$ cat src/rtl/core/pli_pkg.sv
// shared types and constants for the piecewise linear interpolator
package pli_pkg;

  typedef enum logic [1:0] {
    OP_CLEAR  = 2'd0,
    OP_INSERT = 2'd1,
    OP_QUERY  = 2'd2,
    OP_NOP    = 2'd3
  } opcode_t;

  typedef enum logic [1:0] {
    ST_OK    = 2'd0,
    ST_FEW   = 2'd1,
    ST_FULL  = 2'd2,
    ST_SPAN  = 2'd3
  } status_t;

  typedef struct packed {
    logic [1:0]         opcode;
    logic signed [31:0] point_x;
    logic signed [31:0] point_y;
    logic signed [31:0] query_x;
  } pli_in_t;

  typedef struct packed {
    logic signed [31:0] value;
    logic signed [31:0] slope;
    logic signed [31:0] table_min_x;
    logic signed [31:0] table_max_x;
    logic [1:0]         status;
  } pli_out_t;

  typedef enum logic [3:0] {
    S_IDLE,
    S_SEARCH_RD,
    S_SEARCH_CMP,
    S_SHIFT_RD,
    S_SHIFT_WR,
    S_INS_WR,
    S_PAIR_LO,
    S_PAIR_HI,
    S_PREP,
    S_MUL,
    S_DIV,
    S_FINISH,
    S_ENDS_LO,
    S_ENDS_HI,
    S_DONE
  } pli_state_t;

  // controller to datapath
  typedef struct packed {
    logic load;
    logic clear;
    logic search_init;
    logic search_rd;
    logic search_cmp;
    logic shift_rd;
    logic shift_wr;
    logic ins_wr;
    logic pair_lo;
    logic pair_hi;
    logic prep;
    logic mul;
    logic div_step;
    logic finish;
    logic ends_lo;
    logic ends_hi;
    logic emit;
  } pli_cmd_t;

  // datapath to controller
  typedef struct packed {
    logic [1:0] opcode;
    logic       full;
    logic       few;
    logic       search_done;
    logic       shift_done;
    logic       span_bad;
    logic       div_done;
  } pli_stat_t;

endpackage

$ cat src/rtl/core/pli_ctrl.sv
// controller state machine for the piecewise linear interpolator
module pli_ctrl (
  input  logic               clk,
  input  logic               rst,
  input  logic               start,
  output logic               busy,
  input  pli_pkg::pli_stat_t stat,
  output pli_pkg::pli_cmd_t  cmd
);
  import pli_pkg::*;

  pli_state_t state, state_next;

  always_ff @(posedge clk) begin
    if (rst) state <= S_IDLE;
    else     state <= state_next;
  end

  always_comb begin
    state_next = state;
    unique case (state)
      S_IDLE: begin
        if (start) begin
          unique case (opcode_t'(stat.opcode))
            OP_INSERT: state_next = S_SEARCH_RD;
            OP_QUERY:  state_next = S_SEARCH_RD;
            default:   state_next = S_ENDS_LO;
          endcase
        end
      end
      S_SEARCH_RD: begin
        if (opcode_t'(stat.opcode) == OP_INSERT && stat.full) state_next = S_ENDS_LO;
        else if (opcode_t'(stat.opcode) == OP_QUERY && stat.few) state_next = S_ENDS_LO;
        else if (stat.search_done) begin
          if (opcode_t'(stat.opcode) == OP_INSERT) state_next = S_SHIFT_RD;
          else state_next = S_PAIR_LO;
        end else state_next = S_SEARCH_CMP;
      end
      S_SEARCH_CMP: state_next = S_SEARCH_RD;
      S_SHIFT_RD:   state_next = stat.shift_done ? S_INS_WR : S_SHIFT_WR;
      S_SHIFT_WR:   state_next = S_SHIFT_RD;
      S_INS_WR:     state_next = S_ENDS_LO;
      S_PAIR_LO:    state_next = S_PAIR_HI;
      S_PAIR_HI:    state_next = S_PREP;
      S_PREP:       state_next = stat.span_bad ? S_ENDS_LO : S_MUL;
      S_MUL:        state_next = S_DIV;
      S_DIV:        state_next = stat.div_done ? S_FINISH : S_DIV;
      S_FINISH:     state_next = S_ENDS_LO;
      S_ENDS_LO:    state_next = S_ENDS_HI;
      S_ENDS_HI:    state_next = S_DONE;
      S_DONE:       state_next = S_IDLE;
      default:      state_next = S_IDLE;
    endcase
  end

  always_comb begin
    cmd = '0;
    busy = (state != S_IDLE);
    unique case (state)
      S_IDLE: begin
        cmd.load = start;
        cmd.search_init = start;
        cmd.clear = start && (opcode_t'(stat.opcode) == OP_CLEAR);
      end
      S_SEARCH_RD:  cmd.search_rd = 1'b1;
      S_SEARCH_CMP: cmd.search_cmp = 1'b1;
      S_SHIFT_RD:   cmd.shift_rd = 1'b1;
      S_SHIFT_WR:   cmd.shift_wr = 1'b1;
      S_INS_WR:     cmd.ins_wr = 1'b1;
      S_PAIR_LO:    cmd.pair_lo = 1'b1;
      S_PAIR_HI:    cmd.pair_hi = 1'b1;
      S_PREP:       cmd.prep = 1'b1;
      S_MUL:        cmd.mul = 1'b1;
      S_DIV:        cmd.div_step = 1'b1;
      S_FINISH:     cmd.finish = 1'b1;
      S_ENDS_LO:    cmd.ends_lo = 1'b1;
      S_ENDS_HI:    cmd.ends_hi = 1'b1;
      S_DONE:       cmd.emit = 1'b1;
      default:      cmd = '0;
    endcase
  end

endmodule

$ cat config.mk
export PLATFORM = sky130hd
export DESIGN_NAME = pli_ctrl
export DESIGN_NICKNAME = d
export VERILOG_FILES = /design/src/rtl/core/pli_pkg.sv /design/src/rtl/core/pli_ctrl.sv
export SDC_FILE = /design/constraint.sdc
export NUM_CORES = 1
export LEC_CHECK = 0
export BUFFER_PORTS_ARGS = -buffer_cell sky130_fd_sc_hd__buf_2
export CORE_MARGIN = 4
export CORE_UTILIZATION = 38
export CTS_BUF_LIST = sky130_fd_sc_hd__clkbuf_8
export DETAILED_ROUTE_END_ITERATION = 8
export GPL_TIMING_DRIVEN = 0
export PLACE_DENSITY = 0.71
export SYNTH_ARGS = -nofsm -noshare
export SYNTH_HDL_FRONTEND = slang
export SYNTH_SLANG_ARGS = --single-unit
$ cat constraint.sdc
create_clock -name clk -period 1.5 [get_ports clk]
set_input_delay 0.3 -clock clk [delete_from_list [all_inputs] [get_ports clk]]
set_output_delay 0.3 -clock clk [all_outputs]
set_load 0.03 [all_outputs]
==> results list, run 1 <==
- The flow ran to the end, and the final reports show no timing, DRC or antenna violations.
- The multi-input combinational cells in the finished layout cover a total of 428 sq um.
- The analysis attributes to cell leakage a power of 0.390 nW.
- Clock tree synthesis inserted a total of 3 buffers.
- After synthesis the netlist holds a flip-flop and latch count of 4.
- The tree is rooted in a sky130_fd_sc_hd__clkbuf_8.
- In this run the remaining antenna-violating nets after routing total 0.
* Initial antenna violation count: 0
- The worst path uses between 90% and 100% of the clock period.
- For this block, the via count after detailed routing is about 640.
* Post-layout nets: around 120
- In this run the standard cell core region covers between 0.001 and 0.0015 sq mm.
- At the later pin of the worst-skew pair, clock insertion delay measures around 210 ps.
* Clock Sinks: 4
* Worst setup path endpoint: cmd[15]
* Number of DRC violations after detailed routing: 0
* Full die area: between 0.0015 and 0.002 sq mm
* N_diodes: 0
- TritonCTS clock tree: yes
- Worst setup startpoint: state[2]
- Worst VDD drop: 0.00140 V
- The worst hold path belongs to the class in -> reg.
* Launch instance of the worst register-to-register path: state[1]
- Synthesis instantiated 30 different standard cells from the library.
- Number of standard-cell rows in the floorplan: 12
- At the worst endpoint, the required time is 1200 ps.
- Relative area change from synthesis to final layout: 59.7%
- Number of buffers inserted by post-CTS setup repair: 0
- Number of nets produced by synthesis: 88
- Placer congestion estimate: 0.802
- After detailed routing, the number of vias per cell comes to around 5.4.
* Warnings, synthesis: 0
- The HPWL after detailed placement is ~1100 um.
- Die Height: approximately 45 um
* Wire per inst: approximately 12 um
* Crit. End Element: output port
- GRT Overall Usage: between 10% and 20%
- Maximum fanout along the worst path: 6
- The endpoint identified for the worst register-to-register timing path is state[0].
* Worst path arrival time: about 1200 ps
* Horizontal die dimension: between 40 and 50 um
- Ports placed on the boundary: 29
* Summed instance area of the synthesized netlist: just over 500 sq um
* Clock slew at reported path FFs: approximately 30 ps
- Static timing analysis puts the maximum clock frequency at ~0.69 GHz.
* Unrepaired setup endpoints after global routing: true
- Power spread over the standard cell area amounts to 1970 mW/mm^2.
- Wire length of the first global-routing pass: 2300 um
- Setup violations remaining at the end of the flow were counted as 0.
* Post-Route WL: roughly 1500 um
- Worst Skew: 1.17 ps
- In the post-route analysis, the smallest setup slack over all paths is around 42 ps.
- The worst register-to-register path has a depth of 4.
- For this run the aggregate overflow at the end of global routing stands at 0.
- Slack of the worst reg-to-reg path: approximately 340 ps
* H-tree levels: 1
* Share of layout cells above drive strength 1: between 50% and 60%
- For the pin with the worst max-slew slack, the measured transition is roughly 350 ps.
* Detailed Route Iter0 Violations: 8
- After filler insertion, the fill cell instance count of the layout stands at 100.
- After routing, the total negative slack on setup checks comes to 0 ps.
- Number of placed instances with taps included: between 100 and 150
* Total count of hold-check failures in the final report: 0
- Headroom to the max-slew limit came out at around three quarters.
* Count of buffers inserted at the top-level ports: 28
- Number of global-route vias before repair: between 500 and 600
* Sequential-to-total area share from yosys stat: ~16%
* Maximum clock path buffer count: 2
- The largest registers in the layout are state x4.
- Starting density of the core: 42.9%
* Number of max-slew violations in the final report: 0
- Entering global routing, the biggest net connects 11 pins.
- Worst Setup Path Type: reg -> out
- Synthesis produced 73 cells.
- STA classifies the critical path startpoint as a flip-flop.
- The register with the most flip-flops in the final layout is state.
- Largest register FFs: 4
- Count of placed standard cells in the final layout, fillers left out: ~120
* Setup Slack @ Placement: -41.5 ps
- Subtracting the final worst setup slack from the clock period gives 1460 ps.
- The tool flagged a number of max-cap violations equal to 0.
* First drt pass iteration count: 2
* Pwr Total: around 0.0016 W
- Post-Route Utilization: 68.6%
* Combined flip-flop and latch cell area: approximately 90 sq um
* Synthesized area divided by synthesized cell count: around 7 sq um
critical path: stages, from the launching register on:
cell and delay [ps]:
sky130_fd_sc_hd__dfxtp_4 360, sky130_fd_sc_hd__nor2_4 120, sky130_fd_sc_hd__and3_4 190, sky130_fd_sc_hd__and2_2 150, sky130_fd_sc_hd__buf_6 120
repair_timing:
item,4_1_cts,5_1_grt
pin swaps,1,0
gates resized for setup,12,19
setup endpoints to repair,6,8
hold buffers,0,0
layout by cell type, fill, tap and decap left out, types with 4 or more instances in the layout:
cell	count
sky130_fd_sc_hd__buf_2	19
sky130_fd_sc_hd__buf_4	4
sky130_fd_sc_hd__buf_6	4
sky130_fd_sc_hd__clkbuf_4	5
sky130_fd_sc_hd__ha_1	4
sky130_fd_sc_hd__nor2_1	12
sky130_fd_sc_hd__nor3_2	4
cells in the mapped netlist:
master | n | area (sq um)
sky130_fd_sc_hd__nor2_1 | 14 | 52.6
sky130_fd_sc_hd__nand2b_1 | 6 | 37.5
sky130_fd_sc_hd__nor3_1 | 5 | 25.0
sky130_fd_sc_hd__dfxtp_1 | 4 | 80.1
sky130_fd_sc_hd__ha_1 | 4 | 50.1
sky130_fd_sc_hd__a21oi_1 | 3 | 15.0
sky130_fd_sc_hd__buf_4 | 3 | 22.5
sky130_fd_sc_hd__inv_1 | 3 | 11.3
sky130_fd_sc_hd__nand2_1 | 3 | 11.3
sky130_fd_sc_hd__o21ai_0 | 3 | 15.0
sky130_fd_sc_hd__o21ai_1 | 3 | 15.0
sky130_fd_sc_hd__a22oi_1 | 2 | 15.0
sky130_fd_sc_hd__a31oi_1 | 2 | 12.5
sky130_fd_sc_hd__nor2b_1 | 2 | 12.5
sky130_fd_sc_hd__a211oi_1 | 1 | 7.51
sky130_fd_sc_hd__a21oi_2 | 1 | 8.76
sky130_fd_sc_hd__a22oi_2 | 1 | 12.5
sky130_fd_sc_hd__a2bb2oi_1 | 1 | 8.76
sky130_fd_sc_hd__and2_1 | 1 | 6.26
sky130_fd_sc_hd__and3_1 | 1 | 6.26
sky130_fd_sc_hd__buf_2 | 1 | 5.00
sky130_fd_sc_hd__buf_6 | 1 | 11.3
sky130_fd_sc_hd__nand2_2 | 1 | 6.26
sky130_fd_sc_hd__nand3_1 | 1 | 5.00
sky130_fd_sc_hd__nand3b_1 | 1 | 7.51
sky130_fd_sc_hd__nor3_4 | 1 | 16.3
sky130_fd_sc_hd__o21a_1 | 1 | 7.51
sky130_fd_sc_hd__o221ai_1 | 1 | 8.76
sky130_fd_sc_hd__o31ai_1 | 1 | 7.51
sky130_fd_sc_hd__xor2_1 | 1 | 8.76
worst min path at each step:
| stage | start | endpoint | slack, ps | cells after the start |
|---|---|---|---|---|
| finish | stat[5] | state[0] | 430 | 4 |
| floorplan | stat[5] | state[0] | 510 | 3 |
| global placement | stat[5] | state[0] | 660 | 4 |
| CTS | stat[5] | state[0] | 430 | 4 |
| global route | stat[5] | state[0] | 460 | 4 |
| detailed placement | stat[5] | state[0] | 660 | 4 |
layout make-up:
cell class	count	area share, %
Buffer	5	6.46
Clock buffer	3	5.08
Inverter	3	1.38
Multi-Input combinational cell	61	52.6
Sequential cell	4	11.4
Tap cell	14	2.15
Timing Repair Buffer	28	20.9
through the flow:
step / instance area (sq um) / hold WS (ps)
finish: 813 / 434
global route: 813 / 461
CTS: 756 / 429
detailed placement: 688 / 660
global placement: 688 / 662
floorplan: 531 / 510
layer usage:
metal / up-vias / GRT usage [%] / wire [um]
li1: 319 / - / -
met1: 291 / 19.5 / 651
met2: 23 / 23.8 / 672
met3: 2 / 3.25 / 117
met4: 0 / 8.43 / 15
met5: - / 0 / 0
cell families after synthesis:
logic type	after synthesis	share of synthesized area [%]
AO/OA/AOI/OAI	20	26.3
XOR/XNOR	1	1.72
flip-flops	4	15.7
AND/OR/NAND/NOR	36	36.6
adder cells (fa/ha/maj)	4	9.83
buffers and inverters	8	9.83
power by group:
group          total (W)  internal (W)  switching [W]
clock network   0.000222      0.000171      0.0000514
registers       0.000272      0.000170       0.000101
logic            0.00111      0.000451       0.000655
total            0.00160      0.000792       0.000808
(Power assumes the default switching activity.)
==> run 2, diff against run 1 <==
--- a/config.mk
+++ b/config.mk
@@ -6,12 +6,14 @@
 export NUM_CORES = 1
 export LEC_CHECK = 0
 export BUFFER_PORTS_ARGS = -buffer_cell sky130_fd_sc_hd__buf_2
+export CAP_MARGIN = 10
 export CORE_MARGIN = 4
 export CORE_UTILIZATION = 38
 export CTS_BUF_LIST = sky130_fd_sc_hd__clkbuf_8
 export DETAILED_ROUTE_END_ITERATION = 8
 export GPL_TIMING_DRIVEN = 0
 export PLACE_DENSITY = 0.71
+export REMOVE_ABC_BUFFERS = 1
 export SYNTH_ARGS = -nofsm -noshare
 export SYNTH_HDL_FRONTEND = slang
 export SYNTH_SLANG_ARGS = --single-unit
==> constraint.sdc (replaced) <==
create_clock -name clk -period 1.5 [get_ports clk]
set_input_delay 0.3 -clock clk [delete_from_list [all_inputs] [get_ports clk]]
set_output_delay 0.3 -clock clk [all_outputs]
set_load 0.01 [all_outputs]
==> run 2 against run 1 <==
- the flow now finishes with violations (setup timing)
- clock skew rose by 2.0 ps
- largest cell class unchanged
- register-to-register slack got worse by 30 ps
- non-clock buffer count rose by 8
- critical path depth did not move
- setup slack got worse by 43 ps
- largest power group unchanged
==> results list, run 2 (synthesized netlist as in run 1, its figures left out) <==
- Total count of hold-check failures in the final report: 0 (unchanged)
- Share of layout cells above drive strength 1: 50.9% (was 52.9%)
- The mean number of vias per cell came to 5.21 (was 5.38).
* Busiest metal layer after global routing: met2 (unchanged)
- The clock tree from TritonCTS is yes (unchanged).
- The site row count is 12 (unchanged).
- Relative area change from synthesis to final layout: 58.5% (was 59.7%)
- Post-Route Utilization: 68.0% (was 68.6%)
- Top flop regs: state x4 (unchanged).
- The core region area was 0.00119 sq mm (unchanged).
* Fraction of met2 tracks used by global routing: 28.1% (was 23.8%)
- The clock-pin slew on the worst setup and hold paths is 30 ps (about the same).
- The max-slew violation count is 0 (unchanged).
- The worst-case register-to-register setup slack came to 310 ps (was 340 ps).
- Most frequent cells in the layout: sky130_fd_sc_hd__buf_2, sky130_fd_sc_hd__buf_4, sky130_fd_sc_hd__nor2_1 (was sky130_fd_sc_hd__buf_2, sky130_fd_sc_hd__nor2_1, sky130_fd_sc_hd__clkbuf_4)
* Worst EP required: 1200 ps (about the same)
- Worst VDD drop: 0.000871 V (was 0.00140 V)
- Skew-Pair Late Insertion Delay: 220 ps (was 210 ps)
- The wire length of the first global-routing pass was 2500 um (was 2300 um).
- Hold Crit Depth: 4 (unchanged)
* N_diodes: 0 (unchanged)
* Routed via count: 656 (was 635)
* Violations in the final reports: setup timing
* Launch instance of the worst register-to-register path: state[0] (was state[1])
- Overall overflow remaining after global route: 0 (unchanged)
* Hold slack final: 407 ps (was 434 ps)
- The height of the die is 44.6 um (unchanged).
- Number of global-route vias before repair: 581 (was 562)
* Hold buffer count at CTS: 0 (unchanged)
- Initial antenna violation count: 0 (unchanged)
- Worst min-delay path startpoint: stat[5] (unchanged)
* Worst hold path endpoint: state[0] (unchanged)
- The critical path class is reg -> out (unchanged).
- Detailed Route Iter0 Violations: 4 (was 8)
- Largest net degree at the start of global routing: 17 (was 11)
* M1 GR Usage: 19.9% (was 19.5%)
* Number of DRC violations after detailed routing: 0 (unchanged)
- Crit path launch type: flip-flop (unchanged)
* PwrDens: 1820 mW/mm^2 (was 1970 mW/mm^2)
- The total track usage is 17.2% (was 15.4%).
- The largest fanout on the critical path came to 13 (was 6).
- The minimum clock period after layout came to 1500 ps (was 1460 ps).
- The quantity of I/O buffers inserted on ports is 28 (unchanged).
- Full die area: 0.00199 sq mm (unchanged)
- The detailed-route wire length per cell came to 13.2 um (was 12.3 um).
* H-tree levels: 1 (unchanged)
- The actual slew at the worst max-slew pin is 336 ps (was 353 ps).
- Placer congestion estimate: 0.741 (was 0.802)
- Final Worst Setup Slack: -0.550 ps (was 42.0 ps)
- The clock buffer count from CTS is 3 (unchanged).
- Share of the clock period used by the worst path after layout: 100% (was 97.2%)
- Class of the tightest hold or removal check: in -> reg (unchanged)
- The endpoint type of the worst setup path is an output port (unchanged).
- The routed wire length is 1670 um (was 1460 um).
- The final non-filler cell area was 807 sq um (was 813 sq um).
* P_leak: 0.420 nW (was 0.390 nW)
- Final ANT Viol Nets: 0 (unchanged)
- Unrepaired setup endpoints after global routing: true (unchanged)
* Clock root buffer master: sky130_fd_sc_hd__clkbuf_8 (unchanged)
- Post-layout nets: 129 (was 121)
- Max Clk Rate: 0.666 GHz (was 0.686 GHz)
* Worst Skew: 3.21 ps (was 1.17 ps)
- The number of sinks handled by clock tree synthesis was 4 (unchanged).
- The placed cell area came to 628 sq um (was 688 sq um).
- The number of failing setup endpoints in the final timing report came to 1 (was 0).
- Half-perimeter wire length after detailed placement: 972 um (was 1100 um)
- Most flops, register: state (unchanged)
- Ports placed on the boundary: 29 (unchanged)
- The cell depth of the worst flop-to-flop path came to 5 (was 4).
- Starting density of the core: 42.9% (unchanged)
* Horizontal die dimension: 44.6 um (unchanged)
- The flip-flop count of the largest register after layout came to 4 (unchanged).
- The met3 demand-to-capacity share in global routing came to 6.10% (was 3.25%).
- Result of the run: finished, violations left (was completed)
- The leading cell type in the layout, fill and taps excluded is sky130_fd_sc_hd__buf_2 (unchanged).
* Pwr Total: 0.00147 W (was 0.00160 W)
- Worst slew margin relative to its limit: 77.5% (was 76.3%)
- The number of optimization iterations in the first detailed-route pass is 4 (was 2).
* MaxCap Viol Count: 0 (unchanged)
- The number of buffers between clock root and the deepest sink came to 2 (unchanged).
* Worst path arrival time: 1200 ps (was 1160 ps)
* Endpoint of the lowest-slack register-to-register path: state[1] (was state[0])
[run 2: changes by cell type in the layout (fill, tap and decap cells not counted), moves of 2 or more]
cell	change
sky130_fd_sc_hd__buf_2	+9
sky130_fd_sc_hd__buf_4	+9
sky130_fd_sc_hd__buf_6	-4
sky130_fd_sc_hd__clkbuf_4	-5
sky130_fd_sc_hd__nand2b_2	-2
sky130_fd_sc_hd__nor3_1	+3
sky130_fd_sc_hd__nor3_2	-3
[run 2: per-layer routing]
layer  share of wire, %  wire, um  vias up
met5                  0         0        -
met4                1.6        27        0
met3                5.5        91        4
met2                 50       839       17
met1                 43       710      299
li1                   -         -      336
[run 2: worst max-delay path by stage]
stage,startpoint,to,cells past startpoint
after floorplan,state[3],cmd[15],3
after global placement,state[3],cmd[15],4
after detailed placement,state[3],cmd[15],4
after CTS,state[2],cmd[15],4
after global routing,state[2],cmd[15],4
final,state[2],cmd[15],4
[run 2: critical path, stage by stage, from the launching register on]
cell	delay, ps
sky130_fd_sc_hd__dfxtp_4	440
sky130_fd_sc_hd__nor2_4	70
sky130_fd_sc_hd__and3_1	180
sky130_fd_sc_hd__and2_1	150
sky130_fd_sc_hd__buf_2	130
[run 2: final cells by class]
type	instances	area, sq um
fill	107	379
inverter	3	11.3
tap	14	17.5
multi-input combinational	61	404
clock buffer	3	41.3
timing repair buffer	41	238
sequential	4	95.1
[run 2: where the power goes]
group | switching, W | internal, W | leakage [nW]
Clock | 0.0000671 | 0.000172 | 0.0216
Sequential | 0.000146 | 0.000176 | 0.0356
Combinational | 0.000445 | 0.000464 | 0.363
[run 2: per-stage QoR]
step	setup slack, ps	TNS, ps	std cells
5_1_grt	-27.2	-65.3	126
6_report	-0.550	-0.550	126
2_1_floorplan	43.0	0	68
3_5_place_dp	-78.9	-129	110
3_3_place_gp	-72.8	-89.8	110
4_1_cts	10.5	0	120
[run 2: what timing repair did]
item,in CTS,in global routing
pin swaps,0,1
gates resized for setup,10,5
setup buffers,7,6
setup endpoints to repair,18,6
==> run 3, diff against run 2 <==
==> constraint.sdc (replaced) <==
create_clock -name clk -period 1.5 [get_ports clk]
set_input_delay 0 -clock clk [delete_from_list [all_inputs] [get_ports clk]]
set_output_delay 0 -clock clk [all_outputs]
set_load 0.01 [all_outputs]
==> run 3 against run 2 <==
- the flow now finishes without violations
- total power decreased by 21%
- setup slack better by 190 ps
- wire length decreased by 22%
- non-clock buffer count decreased by 13
- clock-buffer cell count unchanged
- hold slack got worse by 290 ps
- critical path type unchanged
==> results list, run 3 (synthesized netlist as in run 1, its figures left out) <==
* Worst min-delay path startpoint: stat[5] (unchanged)
* Total count of hold-check failures in the final report: 0 (unchanged)
- The weighted congestion reported at the end of routability-driven placement is 0.741 (unchanged).
- The maximum number of pins on one net before global-route repair is 17 (unchanged).
* Hold buffer count at CTS: 0 (unchanged)
* Pwr Total: 0.00116 W (was 0.00147 W)
* Final ANT Viol Nets: 0 (unchanged)
- The number of top-level design ports is 29 (unchanged).
- The clock tree from TritonCTS is yes (unchanged).
* Detailed Route Iter0 Violations: 8 (was 4)
* Summed negative setup slack over all endpoints: 0 ps (was -0.550 ps)
- Final setup violation count: 0 (was 1)
* Maximum fanout along the worst path: 16 (was 13)
- The minimum clock period after layout came to 1310 ps (was 1500 ps).
- The number of sinks handled by clock tree synthesis was 4 (unchanged).
* Worst-path cell chain: nor2_1 > and3_1 > and2_1 > buf_2 (was nor2_4 > and3_1 > and2_1 > buf_2)
* Post-Route WL: 1300 um (was 1670 um)
* Share of the clock period used by the worst path after layout: 87.5% (was 100%)
- Overall overflow remaining after global route: 0 (unchanged)
- The number of inserted diodes is 0 (unchanged).
* Hold Crit Depth: 4 (unchanged)
- Cell at the slowest stage of the critical path: sky130_fd_sc_hd__dfxtp_2 (was sky130_fd_sc_hd__dfxtp_4)
- Post-Route Utilization: 56.9% (was 68.0%)
* Unrepaired setup endpoints after global routing: false (was true)
- Post-layout nets: 116 (was 129)
- The endpoint of the lowest-slack register-to-register path is state[2] (was state[1]).
- Full die area: 0.00199 sq mm (unchanged)
- The initial core utilization came to 42.9% (unchanged).
- The endpoint arrival time on the critical path came to 1310 ps (was 1200 ps).
- First drt pass iteration count: 4 (unchanged)
- The post-route non-filler standard cell count is 113 (was 126).
- The worst-case register-to-register setup slack is 240 ps (was 310 ps).
- Number of max-slew violations in the final report: 0 (unchanged)
* Wire per inst: 11.5 um (was 13.2 um)
- The cell depth of the worst flop-to-flop path came to 4 (was 5).
- The HPWL reported at the end of detailed placement is 972 um (unchanged).
* Largest register FFs: 4 (unchanged)
* Class of the tightest hold or removal check: in -> reg (unchanged)
- The peak supply drop came to 0.00101 V (was 0.000871 V).
- The critical path startpoint category is a flip-flop (unchanged).
- Routed via count: 583 (was 656)
* Worst Setup Path Type: reg -> out (unchanged)
- Worst EP required: 1500 ps (was 1200 ps)
- Most frequent cells in the layout: sky130_fd_sc_hd__buf_2, sky130_fd_sc_hd__nor2_1, sky130_fd_sc_hd__nand2b_1, sky130_fd_sc_hd__nor3_1 (was sky130_fd_sc_hd__buf_2, sky130_fd_sc_hd__buf_4, sky130_fd_sc_hd__nor2_1)
- Slew at the pin closest to its max-slew limit: 344 ps (was 336 ps)
- Result of the run: completed (was finished, violations left).
- Count of buffers inserted at the top-level ports: 28 (unchanged)
- The mean number of vias per cell came to 5.16 (was 5.21).
- The DRC violations left came to 0 (unchanged).
* Skew-Pair Late Insertion Delay: 220 ps (about the same)
- Number of global-route vias before repair: 498 (was 581)
- GRT Overall Usage: 15.0% (was 17.2%)
- Number of placed instances with taps included: 110 (unchanged)
- Crit. End Element: output port (unchanged)
* Filler cells: 124 (was 107)
- Area of the core region: 0.00119 sq mm (unchanged)
- The worst relative slew slack is 76.9% (was 77.5%).
- Most flops, register: state (unchanged)
* P_leak: 0.341 nW (was 0.420 nW)
- The number of antenna violations at the first check in global routing was 0 (unchanged).
- The chip width came to 44.6 um (unchanged).
- The wire length of the first global-routing pass was 2200 um (was 2500 um).
- Delay of the slowest cell on the worst path: 500 ps (was 440 ps)
- Relative area change from synthesis to final layout: 32.4% (was 58.5%)
- Worst Skew: 4.13 ps (was 3.21 ps)
* Clock root buffer master: sky130_fd_sc_hd__clkbuf_8 (unchanged)
- The number of buffers between clock root and the deepest sink is 2 (unchanged).
- MaxCap Viol Count: 0 (unchanged)
- The end point of the most critical hold path is state[0] (unchanged).
- The total power divided by cell area was 1720 mW/mm^2 (was 1820 mW/mm^2).
- The height of the die is 44.6 um (unchanged).
* Most frequent standard cell in the layout excluding fill and tap cells: sky130_fd_sc_hd__buf_2 (unchanged)
- The source of the worst register-to-register timing path is state[1] (was state[0]).
* Clock slew at reported path FFs: 30 ps (about the same)
- The fraction of final layout cells with drive strength greater than 1 is 39.4% (was 50.9%).
- H-tree levels: 1 (unchanged)
- Number of buffers added by the clock tree synthesis step: 3 (unchanged)
- The site row count came to 12 (unchanged).
* Max Clk Rate: 0.762 GHz (was 0.666 GHz)
* Top flop regs: state x4 (unchanged)
-- run 3: changes by cell type in the layout (fill, tap and decap cells not counted) --
cell and delta:
sky130_fd_sc_hd__buf_4 -13, sky130_fd_sc_hd__nand2b_4 -1, sky130_fd_sc_hd__dfxtp_2 +4, sky130_fd_sc_hd__nor2_1 +2, sky130_fd_sc_hd__dfxtp_4 -4, sky130_fd_sc_hd__nand2b_1 +2
sky130_fd_sc_hd__nor2_4 -1, sky130_fd_sc_hd__nor3_2 -1, sky130_fd_sc_hd__nand2b_2 -1, sky130_fd_sc_hd__nor2_2 -1, sky130_fd_sc_hd__nor3_1 +1
-- run 3: worst max path at each step --
stage               startpoint        to  depth (start not counted)
global route          state[3]   cmd[15]                          4
detailed placement    state[1]  state[2]                          4
finish                state[3]   cmd[15]                          4
CTS                   state[2]   cmd[15]                          4
global placement      state[1]  state[2]                          4
floorplan             state[1]  state[2]                          4
-- run 3: stage by stage --
stage | instance area (sq um) | hold slack (ps) | setup WS [ps]
2_1_floorplan | 470 | 197 | 250
3_3_place_gp | 628 | 347 | 64.3
3_5_place_dp | 628 | 352 | 54.0
4_1_cts | 672 | 127 | 36.5
5_1_grt | 674 | 139 | 93.7
6_report | 674 | 118 | 187
-- run 3: worst max-delay path, delay by kind of cell, from the launching register on --
family                 cells  cell delay, ps
buffers and inverters      1             130
AND/OR/NAND/NOR            3             460
flip-flops                 1             500
-- run 3: what timing repair did --
action / CTS / global route
buffers inserted: 0 / 0
gates resized for setup: 2 / 2
pin swaps: 0 / 0
setup endpoints to repair: 1 / 5
-- run 3: layer usage --
metal / GRT usage, % / wire, um
met1: 20.0 / 583
met2: 20.6 / 604
met3: 6.10 / 80
met4: 7.23 / 29
met5: 0 / 0
-- run 3: layout make-up --
| type | instances | area [sq um] | share of cell area [%] |
|---|---|---|---|
| inverter | 3 | 11.3 | 1.67 |
| sequential | 4 | 85.1 | 12.6 |
| timing repair buffer | 28 | 140 | 20.8 |
| tap | 14 | 17.5 | 2.60 |
| clock buffer | 3 | 41.3 | 6.12 |
| multi-input combinational | 61 | 379 | 56.2 |
-- run 3: where the power goes --
group	internal (W)	switching [W]
Sequential	0.000159	0.000180
Clock	0.000171	0.0000560
Combinational	0.000278	0.000317
